## config.mk

```make
export PLATFORM = sky130hd
export DESIGN_NAME = wpm_star_fill
export DESIGN_NICKNAME = d
export VERILOG_FILES = /design/src/sv/wpm_pkg.sv /design/src/sv/wpm_star_fill.sv
export SDC_FILE = /design/constraint.sdc
export NUM_CORES = 1
export LEC_CHECK = 0
export BUFFER_PORTS_ARGS = -buffer_cell sky130_fd_sc_hd__buf_4
export CAP_MARGIN = 0
export CORE_AREA = 2 2 304 306
export DETAILED_ROUTE_END_ITERATION = 7
export DIE_AREA = 0 0 306 308
export PLACE_DENSITY = 0.33
export SLEW_MARGIN = 20
export SYNTH_ARGS = -nofsm -noshare
export SYNTH_HDL_FRONTEND = slang
export SYNTH_SLANG_ARGS = --single-unit
```

## constraint.sdc

```tcl
create_clock -name vclk -period 8.65
set_clock_uncertainty 0.2 [all_clocks]
set_input_delay 1.73 -clock vclk [all_inputs]
set_output_delay 1.73 -clock vclk [all_outputs]
set_load 0.05 [all_outputs]
```

## src/sv/wpm_pkg.sv

```systemverilog
`default_nettype none

package wpm_pkg;

    // pattern capacity and derived widths
    localparam int MAX_PATTERN = 256;
    localparam int NPOS        = MAX_PATTERN + 1;
    localparam int IDX_W       = (MAX_PATTERN > 1) ? $clog2(MAX_PATTERN) : 1;
    localparam int LEN_W       = $clog2(MAX_PATTERN + 1);

    // wildcard bytes
    localparam logic [7:0] SYM_STAR     = 8'd42;
    localparam logic [7:0] SYM_QUESTION = 8'd63;

    // item kinds carried in the action field
    localparam logic ACT_PATTERN = 1'b0;
    localparam logic ACT_PATH    = 1'b1;

    typedef struct packed {
        logic       action;
        logic       has_char;
        logic [7:0] symbol;
        logic       last;
    } t_in_item;

    typedef struct packed {
        logic matched;
        logic pattern_overflow;
    } t_out_item;

    // control broadcast to every cell
    typedef struct packed {
        logic             wr_en;
        logic [IDX_W-1:0] wr_idx;
        logic             step_en;
        logic             in_prog;
        logic             has_char;
        logic [7:0]       sym;
    } t_cell_ctl;

endpackage

`default_nettype wire

```

## src/sv/wpm_star_fill.sv

```systemverilog
`default_nettype none

module wpm_star_fill (
    input  wire logic [wpm_pkg::NPOS-1:0] i_seed,
    input  wire logic [wpm_pkg::NPOS-1:0] i_pass,
    output logic      [wpm_pkg::NPOS-1:0] o_fill
);
    import wpm_pkg::*;

    // fill[j] = seed[j] | (fill[j-1] & pass[j]), done as the carries of one add:
    // generate = seed, propagate = pass, so carry into bit j+1 equals fill[j]
    logic [NPOS:0] w_a;
    logic [NPOS:0] w_b;
    logic [NPOS:0] w_sum;
    logic [NPOS:0] w_carry;

    assign w_a     = {1'b0, i_seed | i_pass};
    assign w_b     = {1'b0, i_seed};
    assign w_sum   = w_a + w_b;
    assign w_carry = w_sum ^ w_a ^ w_b;
    assign o_fill  = w_carry[NPOS:1];

endmodule

`default_nettype wire

```

==> reports/metrics.cfg <==
[status]
outcome = finished, final reports clean

[setup_path]
end_kind = primary output
cp_max_fo = 5
critPathLaunchType = input pin
cp_data_required_time_ns = 6.72
crit_arrival_ns = 6.44
worst-setup-path-type = input pin to primary output

[timing]
setup_viol = 0
rsz0062_at_grt = no
fmax_mhz = 119.5
fin_crit_ns = 8.369
worst_slew_pin_slew_ns = 0.8949
hold_slack_ns = 3.529
slew_headroom_pct = 39.71
setup_slack_ns = 0.2813
hold_viol_final = 0
setup_tns_ns = 0
post-route-period-util_pct = 96.75
slew_viol_final = 0

[flow_run]
maxCapViolations = 0

[place]
place_ws_ns = 0.1746
io_buffers = 770
dp_cells = 4400
dpl_cell_area_um2 = 22250
dp_hpwl_mm = 107.1
place.gp.congestion = 0.9597

[floorplanning]
ios = 771
initial_core_util_pct = 15.91
placement_rows = 111
die_h_um = 308
core-area_um2 = 90970
die_x_um = 306
dieArea_um2 = 94250

[yosys]
syn_nets = 2902
synth_top_family_by_area = compound AO/OA/AOI/OAI gates
syn_area_per_cell_um2 = 6.061
synth_mux_area_share_pct = 0
synth_xor_area_share_pct = 0
yosysSeqAreaShare_pct = 0
synth_compound_area_share_pct = 49.00
yosys.area_share.adder_pct = 0
netlist_instances = 2388
yosys.area_share.simple_pct = 48.38
netlist_area_um2 = 14470
ys_warn_count = 0
synth_cell_types = 89

[power]
power.leakage_nw = 8.724
peakVddDrop_mv = 0.02281
power_density_nw_per_um2 = 60.09

[grt]
grtUsageTotal_pct = 23.03
grt_pass1_vias = 22660
grt_first_pass_wirelength_mm = 160.4
antenna_found_initial = 33
grt-ovfl-total = 0
grt_max_degree = 8

[final_layout]
seq_cell_count = 0
fin_area_um2 = 22320
drive_gt1_share_pct = 28.62
fin_nets = 3730
synthToLayoutAreaGrowth_pct = 54.21
clkbuf_count = 0
nFillCells = 10610
final_cells = 4425
seq_area_um2 = 0

[route]
highest_layer = met5
num_vias = 22780
drt_iter0_drc = 1474
ant_nets = 0
wl_met3_mm = 6.065
wl_mm = 116.5
wl_met2_mm = 56.86
viasPerCell = 5.148
met1_length_mm = 50.31
wire_per_inst_um = 26.34
first_pass_iters = 6
drc = 0

[min_path]
holdCritStartpoint = i_seed[0]
hold_end = o_fill[0]
hold_path_depth = 2
hold_class = input pin to primary output

[clock_network]
hold_buffers = 0
cts_resized = 0
cts_setup_buffers = 0

-- routing by layer --
layer / track usage, % / vias to the layer above
met4: 6.633 / 18
met3: 3.477 / 122
met5: 0 / -
met2: 39.99 / 673
met1: 29.32 / 10940
li1: - / 11020
-- final cells by class --
cell class / count / area, um2 / area share (%)
antenna: 25 / 62.56 / 0.2803
inverter: 99 / 371.6 / 1.665
multi-input combinational: 2287 / 14190 / 63.56
tap: 1186 / 1484 / 6.648
timing repair buffer: 828 / 6216 / 27.85
-- cell usage after synthesis (all sizes together) (27+ instances only) --
cell / count / share of area, %
o21bai: 49 / 2.6
inv: 99 / 2.6
or4bb: 56 / 4.4
a21boi: 46 / 2.4
a21oi: 379 / 13
o21a: 55 / 2.9
nand3: 68 / 2.4
nand2b: 44 / 1.9
or2: 30 / 1.3
a21o: 153 / 7.9
nand4bb: 79 / 6.4
nand2: 265 / 6.9
nor4: 32 / 1.4
nor2b: 50 / 2.2
nor4bb: 97 / 6.7
nor2: 238 / 6.2
o21ai: 288 / 10
nor3: 55 / 1.9
a31oi: 27 / 1.3
-- logic make-up (layout without fill, tap and decap cells) --
kind of cell	Yosys count	after routing
AOI/OAI and AO/OA	1136	1136
buffers and inverters	101	927
other	0	25
and+or+nand+nor	1151	1151
-- worst max-delay path: stages --
cell and delay [ns]:
buf_4 0.15, nor4bb_1 0.41, nand2_1 0.20, o21a_1 0.25
o21ai_0 0.65, a31oi_1 0.16, o311ai_1 0.60, a31oi_1 0.31
o31ai_4 0.58, a21oi_2 0.27, nor3_1 0.27, nor4_1 0.13
o31ai_2 0.29, a21bo_1 0.20, buf_4 0.21
-- layout by cell type, fill, tap and decap left out, drive strengths merged, types with 7 or more instances in the layout --
cell and count:
nor3 55, a21o 153, a211oi 15, or3 14, inv 99, a21boi 46, o221ai 13, buf 828
a221o 7, o21a 55, a31o 13, nand2 265, a21oi 379, or2 30, o21bai 49, nand3b 19
nand2b 44, nand4 26, diode 25, o31ai 22, or4bb 56, nor4 32, a31oi 27, nor2b 50
nor2 238, and2 25, nand4bb 79, and3 18, nand3 68, or4 8, o21ai 288, o211ai 8
nor4bb 97
-- per-stage QoR --
step / utilization, % / power (mW)
after floorplan: - / 0.6833
after global placement: 24.45 / 1.341
after detailed placement: 24.45 / 1.332
after CTS: 24.45 / 1.337
after global routing: 24.53 / 1.413
final: 24.54 / 1.341
-- power by group --
part           switching (mW)  leakage, nW  internal [mW]
Combinational           0.871         8.72          0.471
Clock                       0     0.000162    0.000000373
Sequential                  0            0              0
Total                   0.871         8.72          0.471
-- how the worst max path moves through the flow --
stage	from	end	slack, ns	cells after the start
floorplan	i_seed[0]	o_fill[179]	-0.26	13
global placement	i_seed[68]	o_fill[250]	0.14	15
detailed placement	i_seed[67]	o_fill[250]	0.17	15
CTS	i_seed[67]	o_fill[250]	0.15	15
global route	i_seed[93]	o_fill[250]	0.06	14
finish	i_pass[51]	o_fill[250]	0.28	15
Note: power is estimated with default switching activity, not from simulation.
