==> config.mk <==
export PLATFORM = sky130hd
export DESIGN_NAME = wpm_cell
export DESIGN_NICKNAME = d
export VERILOG_FILES = /design/src/sv/wpm_pkg.sv /design/src/sv/wpm_cell.sv
export SDC_FILE = /design/constraint.sdc
export NUM_CORES = 1
export LEC_CHECK = 0
export BUFFER_PORTS_ARGS = -buffer_cell sky130_fd_sc_hd__buf_2
export CORE_UTILIZATION = 40
export DETAILED_ROUTE_END_ITERATION = 8
export PLACE_DENSITY = 0.74
export SLEW_MARGIN = 20
export SYNTH_ARGS = -nofsm -noshare
export SYNTH_HDL_FRONTEND = slang
export SYNTH_SLANG_ARGS = --single-unit
export TNS_END_PERCENT = 100
==> constraint.sdc <==
create_clock -name i_clk -period 1.4 [get_ports i_clk]
set_input_delay 0.07 -clock i_clk [delete_from_list [all_inputs] [get_ports i_clk]]
set_output_delay 0.07 -clock i_clk [all_outputs]
set_load 0.03 [all_outputs]
==> src/sv/wpm_pkg.sv <==
`default_nettype none

package wpm_pkg;

    // pattern capacity and derived widths
    localparam int MAX_PATTERN = 256;
    localparam int NPOS        = MAX_PATTERN + 1;
    localparam int IDX_W       = (MAX_PATTERN > 1) ? $clog2(MAX_PATTERN) : 1;
    localparam int LEN_W       = $clog2(MAX_PATTERN + 1);

    // wildcard bytes
    localparam logic [7:0] SYM_STAR     = 8'd42;
    localparam logic [7:0] SYM_QUESTION = 8'd63;

    // item kinds carried in the action field
    localparam logic ACT_PATTERN = 1'b0;
    localparam logic ACT_PATH    = 1'b1;

    typedef struct packed {
        logic       action;
        logic       has_char;
        logic [7:0] symbol;
        logic       last;
    } t_in_item;

    typedef struct packed {
        logic matched;
        logic pattern_overflow;
    } t_out_item;

    // control broadcast to every cell
    typedef struct packed {
        logic             wr_en;
        logic [IDX_W-1:0] wr_idx;
        logic             step_en;
        logic             in_prog;
        logic             has_char;
        logic [7:0]       sym;
    } t_cell_ctl;

endpackage

`default_nettype wire

==> src/sv/wpm_cell.sv <==
`default_nettype none

module wpm_cell (
    input  wire logic                      i_clk,
    input  wire logic [wpm_pkg::IDX_W-1:0] i_index,
    input  wire logic [wpm_pkg::LEN_W-1:0] i_len,
    input  wire wpm_pkg::t_cell_ctl        i_ctl,
    input  wire logic                      i_start,
    input  wire logic                      i_adv_prev,
    input  wire logic                      i_fill,
    output logic                           o_lead,
    output logic                           o_adv,
    output logic                           o_star,
    output logic                           o_raw,
    output logic                           o_next
);
    import wpm_pkg::*;

    logic [7:0] r_char;
    logic       r_lead;
    logic       r_act;
    logic       w_valid;
    logic       w_cur;
    logic       w_hit;

    // position holds a pattern character
    assign w_valid = LEN_W'(i_index) < i_len;

    // active bit at the start of this step: fresh path uses the leading-star set
    assign w_cur = i_ctl.in_prog ? r_act : i_start;

    assign o_star = w_valid && (r_char == SYM_STAR);
    assign w_hit  = (r_char == SYM_STAR) || (r_char == SYM_QUESTION)
                    || (r_char == i_ctl.sym);

    // advance to the neighbor, stay put on a star
    assign o_adv  = w_cur && w_valid && w_hit;
    assign o_raw  = (w_cur && o_star) || i_adv_prev;
    assign o_next = i_ctl.has_char ? i_fill : w_cur;

    // still inside the leading run of stars
    assign o_lead = w_valid && r_lead;

    // pattern write
    always_ff @(posedge i_clk) begin
        if (i_ctl.wr_en && (i_ctl.wr_idx == i_index)) begin
            r_char <= i_ctl.sym;
            r_lead <= (i_ctl.sym == SYM_STAR) && i_start;
        end
    end

    // path step
    always_ff @(posedge i_clk) begin
        if (i_ctl.step_en) begin
            r_act <= o_next;
        end
    end

endmodule

`default_nettype wire

==> results of run 1 <==
[flip-flops by register name, indices dropped and copies added (netlist names)]
| signal | count |
|---|---|
| r_act | 1 |
| r_lead | 1 |
| r_char | 8 |
[worst max-delay path, cell delays in order, from the launching register on]
cell and delay (ns):
edfxtp_1 0.41, xor2_1 0.17, nor4_2 0.31, a22o_1 0.19, and3_4 0.18, buf_6 0.12
[layer usage]
| layer | routed length (µm) | global-route usage, % |
|---|---|---|
| met4 | 48 | 8.24 |
| met5 | 0 | 0 |
| met3 | 109 | 7.06 |
| met2 | 1050 | 37.2 |
| met1 | 874 | 24.3 |
[final timing paths]
path / endpoint / slack (ns)
max: o_adv / -0.32
min: r_char[5] / 0.02
max reg2reg: r_act / 0.10
min reg2reg: r_act / 0.84
[cells by family after synthesis]
group                      synth area share, %
and+or+nand+nor                           17.7
adders and majority gates                 11.3
muxes                                     2.89
DFF                                       38.6
buffers and inverters                     4.34
AOI/OAI and AO/OA                         7.23
xor gates and xnor gates                  18.0
[cell type report]
| cell class | instances | area (µm²) | area share [%] |
|---|---|---|---|
| Clock buffer | 3 | 22.5 | 1.85 |
| Inverter | 9 | 33.8 | 2.77 |
| Multi-Input combinational cell | 55 | 493 | 40.4 |
| Sequential cell | 10 | 300 | 24.6 |
| Tap cell | 25 | 31.3 | 2.56 |
| Timing Repair Buffer | 54 | 339 | 27.8 |
[placed cells by master, fill, tap and decap left out, types with 2 or more instances in the layout]
| master | n |
|---|---|
| buf_2 | 40 |
| mux2_4 | 2 |
| clkbuf_4 | 3 |
| xnor2_1 | 5 |
| buf_4 | 7 |
| buf_6 | 5 |
| nor4_2 | 2 |
| xor2_1 | 11 |
| inv_1 | 9 |
| ha_1 | 7 |
| a211oi_2 | 2 |
| nor4_1 | 2 |
| nand3_1 | 2 |
| edfxtp_1 | 10 |
| and3_1 | 2 |
| nand2_1 | 2 |
[per-stage QoR]
stage          hold slack, ns  util [%]  instances  power (W)  cell area, µm²
2_1_floorplan           0.169         -         74   0.000434             778
3_3_place_gp            0.270      60.8        149   0.000520            1080
3_5_place_dp            0.275      60.8        149   0.000527            1080
4_1_cts                0.0160      66.6        155   0.000745            1190
5_1_grt               0.00780      68.4        156   0.000799            1220
6_report               0.0201      68.4        156   0.000751            1220
[what timing repair did]
action                                  CTS  global route
setup buffers                             2             1
pin swaps                                 7             6
endpoints found under the hold margin     1             0
gates resized for setup                  15             5
hold buffers                              1             0
endpoints found under the setup margin    5             5
[power by group through the flow]
stage	Clock, W	Combinational (W)	Sequential (W)
floorplan	0	0.0000938	0.000340
finish	0.000198	0.000220	0.000334
CTS	0.000201	0.000211	0.000334
global placement	0	0.000180	0.000340
detailed placement	0	0.000186	0.000341
global route	0.000221	0.000243	0.000335
==> impl_metrics.tcl, run 1 <==
set metrics [dict create \
    numCtsBuffers 3 \
    switching_share_pct 27.1 \
    dr_total_vias 792 \
    numPortBuffers 45 \
    synth_cell_types 26 \
    hpwl_um 1540 \
    diodes 0 \
    share_comb_of_total_power_pct 29.2 \
    num_rows 15 \
    synth_area_leaders "edfxtp_1 39%, xor2_1 12%, ha_1 11%, xnor2_1 5.6%, inv_1 4.3%" \
    wl_per_cell_um 13.4 \
    finalSetupTns_ns -0.678 \
    violations "negative setup slack" \
    crit_path_start "r_char[1]" \
    pre_cts_slack_ns -0.180 \
    cts_buffer_depth 2 \
    nFillCells 147 \
    cts_tree "yes" \
    arrival_ns 1.65 \
    maxCapViolCount 0 \
    skew_ns 0 \
    insertion_delay_ns 0.26 \
    synth_top_area_share_pct 38.6 \
    p_switching_w 0.000204 \
    rr_startpoint "r_act" \
    drive_above_1_share_pct 50.4 \
    netlist_top_cells_count "11 x xor2_1, 10 x edfxtp_1, 9 x inv_1" \
    grtUsageTotal_pct 21.5 \
    netlist_area_um2 778 \
    status "finished, violations left" \
    critPathMaxFanout 2 \
    syn_area_per_cell_um2 10.5 \
    floorplan.initialDensity_pct 43.6 \
    die_h_um 46.1 \
    htree_levels 1 \
    drt-vias-per-instance 5.08 \
    yosys_most_used_dff "edfxtp_1" \
    yosysSeqAreaShare_pct 38.6 \
    rsz0062_at_grt "true" \
    grt_pass1_wl_um 3080 \
    finalCritPeriodShare_pct 123 \
    fmax_mhz 581 \
    clkSinkCount 10 \
    antenna_found_initial 0 \
    powerDensity_mw_per_mm2 616 \
    critPathRequiredTime_ns 1.33 \
    clock-root-buffer "clkbuf_4" \
    route.detailed.drc 0 \
    worst_pin_slew_ns 0.306 \
    grt_overflow 0 \
    dr.pass1.iters 4 \
    io-pin-count 46 \
    fp.coreArea_mm2 0.00178 \
    p_seq_share_pct 44.5 \
    synth_edf_count 10 \
    power_frac_clock_pct 26.3 \
    finalSetupViolations 5 \
    dieArea_mm2 0.00213 \
    period_needed_ns 1.72 \
    syn_nets 122 \
    routed_wl_um 2090 \
    synth-seq-cells 10 \
    fin_ws_ns -0.321 \
    p_leak_nw 0.578 \
    path_clk_slew_ns 0.07 \
    maxSlewHeadroom_pct 79.4 \
    async_reset_ff_share_pct 0 \
    grt_pass1_vias 741 \
    synthMostInstantiatedCell "xor2_1" \
    grt_start_max_net_pins 10 \
    ant_nets 0 \
    die_width_um 46.1 \
    cp-end-kind "primary output" \
    drv_slew 0 \
    start_kind "flip-flop" \
    drtIter0Drc 20 \
    gp_congestion 0.757 \
    holdPathStages 1 \
    rr_worst_depth 3 \
    synth_cells 74 \
    crit_type "reg -> out" \
    yosysWarnings 0 \
    syn_to_final_growth_pct 56.8 \
    hold_start "i_ctl[5]" \
    yosysTopAreaCell "edfxtp_1" \
    p_int_w 0.000548 \
    hold_viol 0 \
    peakVddDrop_uv 573 \
    worstHoldPathType "in -> reg" \
    num-nets-final 181 \
]
Power figures use the tool's default switching activity.
==> run 2: changes to the inputs <==
--- a/config.mk
+++ b/config.mk
@@ -5,7 +5,7 @@
 export SDC_FILE = /design/constraint.sdc
 export NUM_CORES = 1
 export LEC_CHECK = 0
-export BUFFER_PORTS_ARGS = -buffer_cell sky130_fd_sc_hd__buf_2
+export BUFFER_PORTS_ARGS = -buffer_cell sky130_fd_sc_hd__buf_4
 export CORE_UTILIZATION = 40
 export DETAILED_ROUTE_END_ITERATION = 8
 export PLACE_DENSITY = 0.74
==> impl_metrics.tcl, run 2 (synthesized netlist as in run 1, its figures left out) <==
set metrics [dict create \
    status "finished, violations left" \
    violations "negative setup slack" \
    arrival_ns 1.69 \
    grt_pass1_wl_um 3270 \
    grt_pass1_vias 809 \
    finalSetupViolations 3 \
    routed_wl_um 2270 \
    antenna_found_initial 0 \
    cpPeakStageDelay_ns 0.41 \
    rr_startpoint "r_act" \
    regArea_um2 300 \
    wl_per_cell_um 14.1 \
    dieArea_mm2 0.00213 \
    p_leak_nw 0.629 \
    dr_total_vias 811 \
    whs_ns 0.0130 \
    rsz0062_at_grt "true" \
    fin_ws_ns -0.358 \
    maxSlewHeadroom_pct 75.1 \
    grtUsageTotal_pct 22.2 \
    route.detailed.drc 0 \
    multiInputGateArea_um2 520 \
    period_needed_ns 1.76 \
    finalSetupTns_ns -0.665 \
    drive_above_1_share_pct 50.7 \
    final_util_pct 78.2 \
    fmax_mhz 569 \
    grt_overflow 0 \
    cp_cell_sequence "xor2_1 > nor4_2 > a22o_1 > and3_4 > buf_6" \
    die_width_um 46.1 \
    skew_ns 0 \
    hpwl_um 1660 \
    numPortBuffers 45 \
    drt-vias-per-instance 5.04 \
    gp_congestion 0.721 \
    dr_wl_met2_um 1190 \
    ant_nets 0 \
    met1Wirelength_um 886 \
    path_clk_slew_ns 0.07 \
    htree_levels 1 \
    worst_pin_slew_ns 0.370 \
    diodes 0 \
    die_h_um 46.1 \
    crit_path_start "r_char[1]" \
    start_kind "flip-flop" \
    syn_to_final_growth_pct 79.1 \
    layout_commonest_cell "buf_4" \
    top_regs "r_char: 8 flops, r_act: 1 flops, r_lead: 1 flops" \
    clock-root-buffer "clkbuf_4" \
    cp-end-kind "primary output" \
    clkSinkCount 10 \
    insertion_delay_ns 0.26 \
    maxCapViolCount 0 \
    powerDensity_mw_per_mm2 581 \
    finalCritPeriodShare_pct 126 \
    fin_total_pwr_w 0.000810 \
    fp.coreArea_mm2 0.00178 \
    dr.pass1.iters 4 \
    critPathMaxFanout 2 \
    numCtsBuffers 3 \
    top_register "r_char" \
    drv_slew 0 \
    nFillCells 131 \
    num_rows 15 \
    hold_viol 0 \
    hold_start "i_ctl[2]" \
    mostFrequentLayoutCells "46 x buf_4, 11 x xor2_1, 10 x edfxtp_1" \
    peakVddDrop_uv 508 \
    crit_slowest_cell "edfxtp_1" \
    crit_type "reg -> out" \
    critPathRequiredTime_ns 1.33 \
    worstHoldPathType "in -> reg" \
    cts_tree "yes" \
    floorplan.initialDensity_pct 43.6 \
    maxUsedRoutingLayer "met4" \
    grt_start_max_net_pins 10 \
    drtIter0Drc 31 \
    num-nets-final 185 \
    io-pin-count 46 \
    cts_buffer_depth 2 \
    routed-wl-met3_um 167 \
    largest_reg_flops 8 \
]
==> run 2: changes by cell type in the layout (fill, tap and decap cells not counted), moves of 2 or more <==
cell / before / now
buf_4: 7 / 46
ha_1: 7 / 5
dlygate4sd3_1: 1 / 6
buf_2: 40 / 0
ha_4: 0 / 2
==> run 2: through the flow <==
step / instance area (µm²) / instances / worst slack [ns]
6_report: 1390 / 161 / -0.358
3_3_place_gp: 1200 / 150 / -0.125
2_1_floorplan: 778 / 74 / 0.0378
3_5_place_dp: 1200 / 150 / -0.162
4_1_cts: 1320 / 156 / -0.342
5_1_grt: 1390 / 161 / -0.412
==> run 2: per-layer routing <==
metal,vias up,global-route usage [%]
met3,4,7.06
met2,41,40.3
met5,-,0
met1,370,25.5
li1,396,-
met4,0,3.53
==> run 2: final cells by class <==
cell class / instances / share of cell area, %
Multi-Input combinational cell: 55 / 37.3
Timing Repair Buffer: 58 / 34.6
Inverter: 9 / 2.42
Clock buffer: 3 / 1.62
Clock inverter: 1 / 0.269
Tap cell: 25 / 2.24
Sequential cell: 10 / 21.5
==> run 2: what timing repair did <==
item                                    CTS  global route
endpoints found under the setup margin    5             5
gates resized for setup                  13             7
hold buffers                              1             5
hold endpoints to repair                  1             5
setup buffers                             1             0
pin swaps                                 7             7
==> run 2: worst max-delay path: cells and delay by family (launching register included) <==
kind / cells / cell delay, ns
AO/OA/AOI/OAI: 1 / 0.21
XOR/XNOR: 1 / 0.17
buffers and inverters: 1 / 0.13
flip-flops: 1 / 0.41
AND/OR/NAND/NOR: 2 / 0.51
==> run 2: power by group <==
group	leakage [nW]	internal (W)	switching (W)	total, W
Clock	0.0154	0.000103	0.0000959	0.000199
Combinational	0.525	0.000165	0.000112	0.000277
Sequential	0.0886	0.000333	0.00000123	0.000334
Total	0.629	0.000600	0.000210	0.000810
==> run 2: final timing paths <==
path | end | slack (ns) | cells past startpoint
hold / removal | r_char[2] | 0.01 | 1
setup / recovery | o_adv | -0.36 | 5
setup reg to reg | r_act | 0.23 | 2
hold reg to reg | r_act | 0.74 | 2
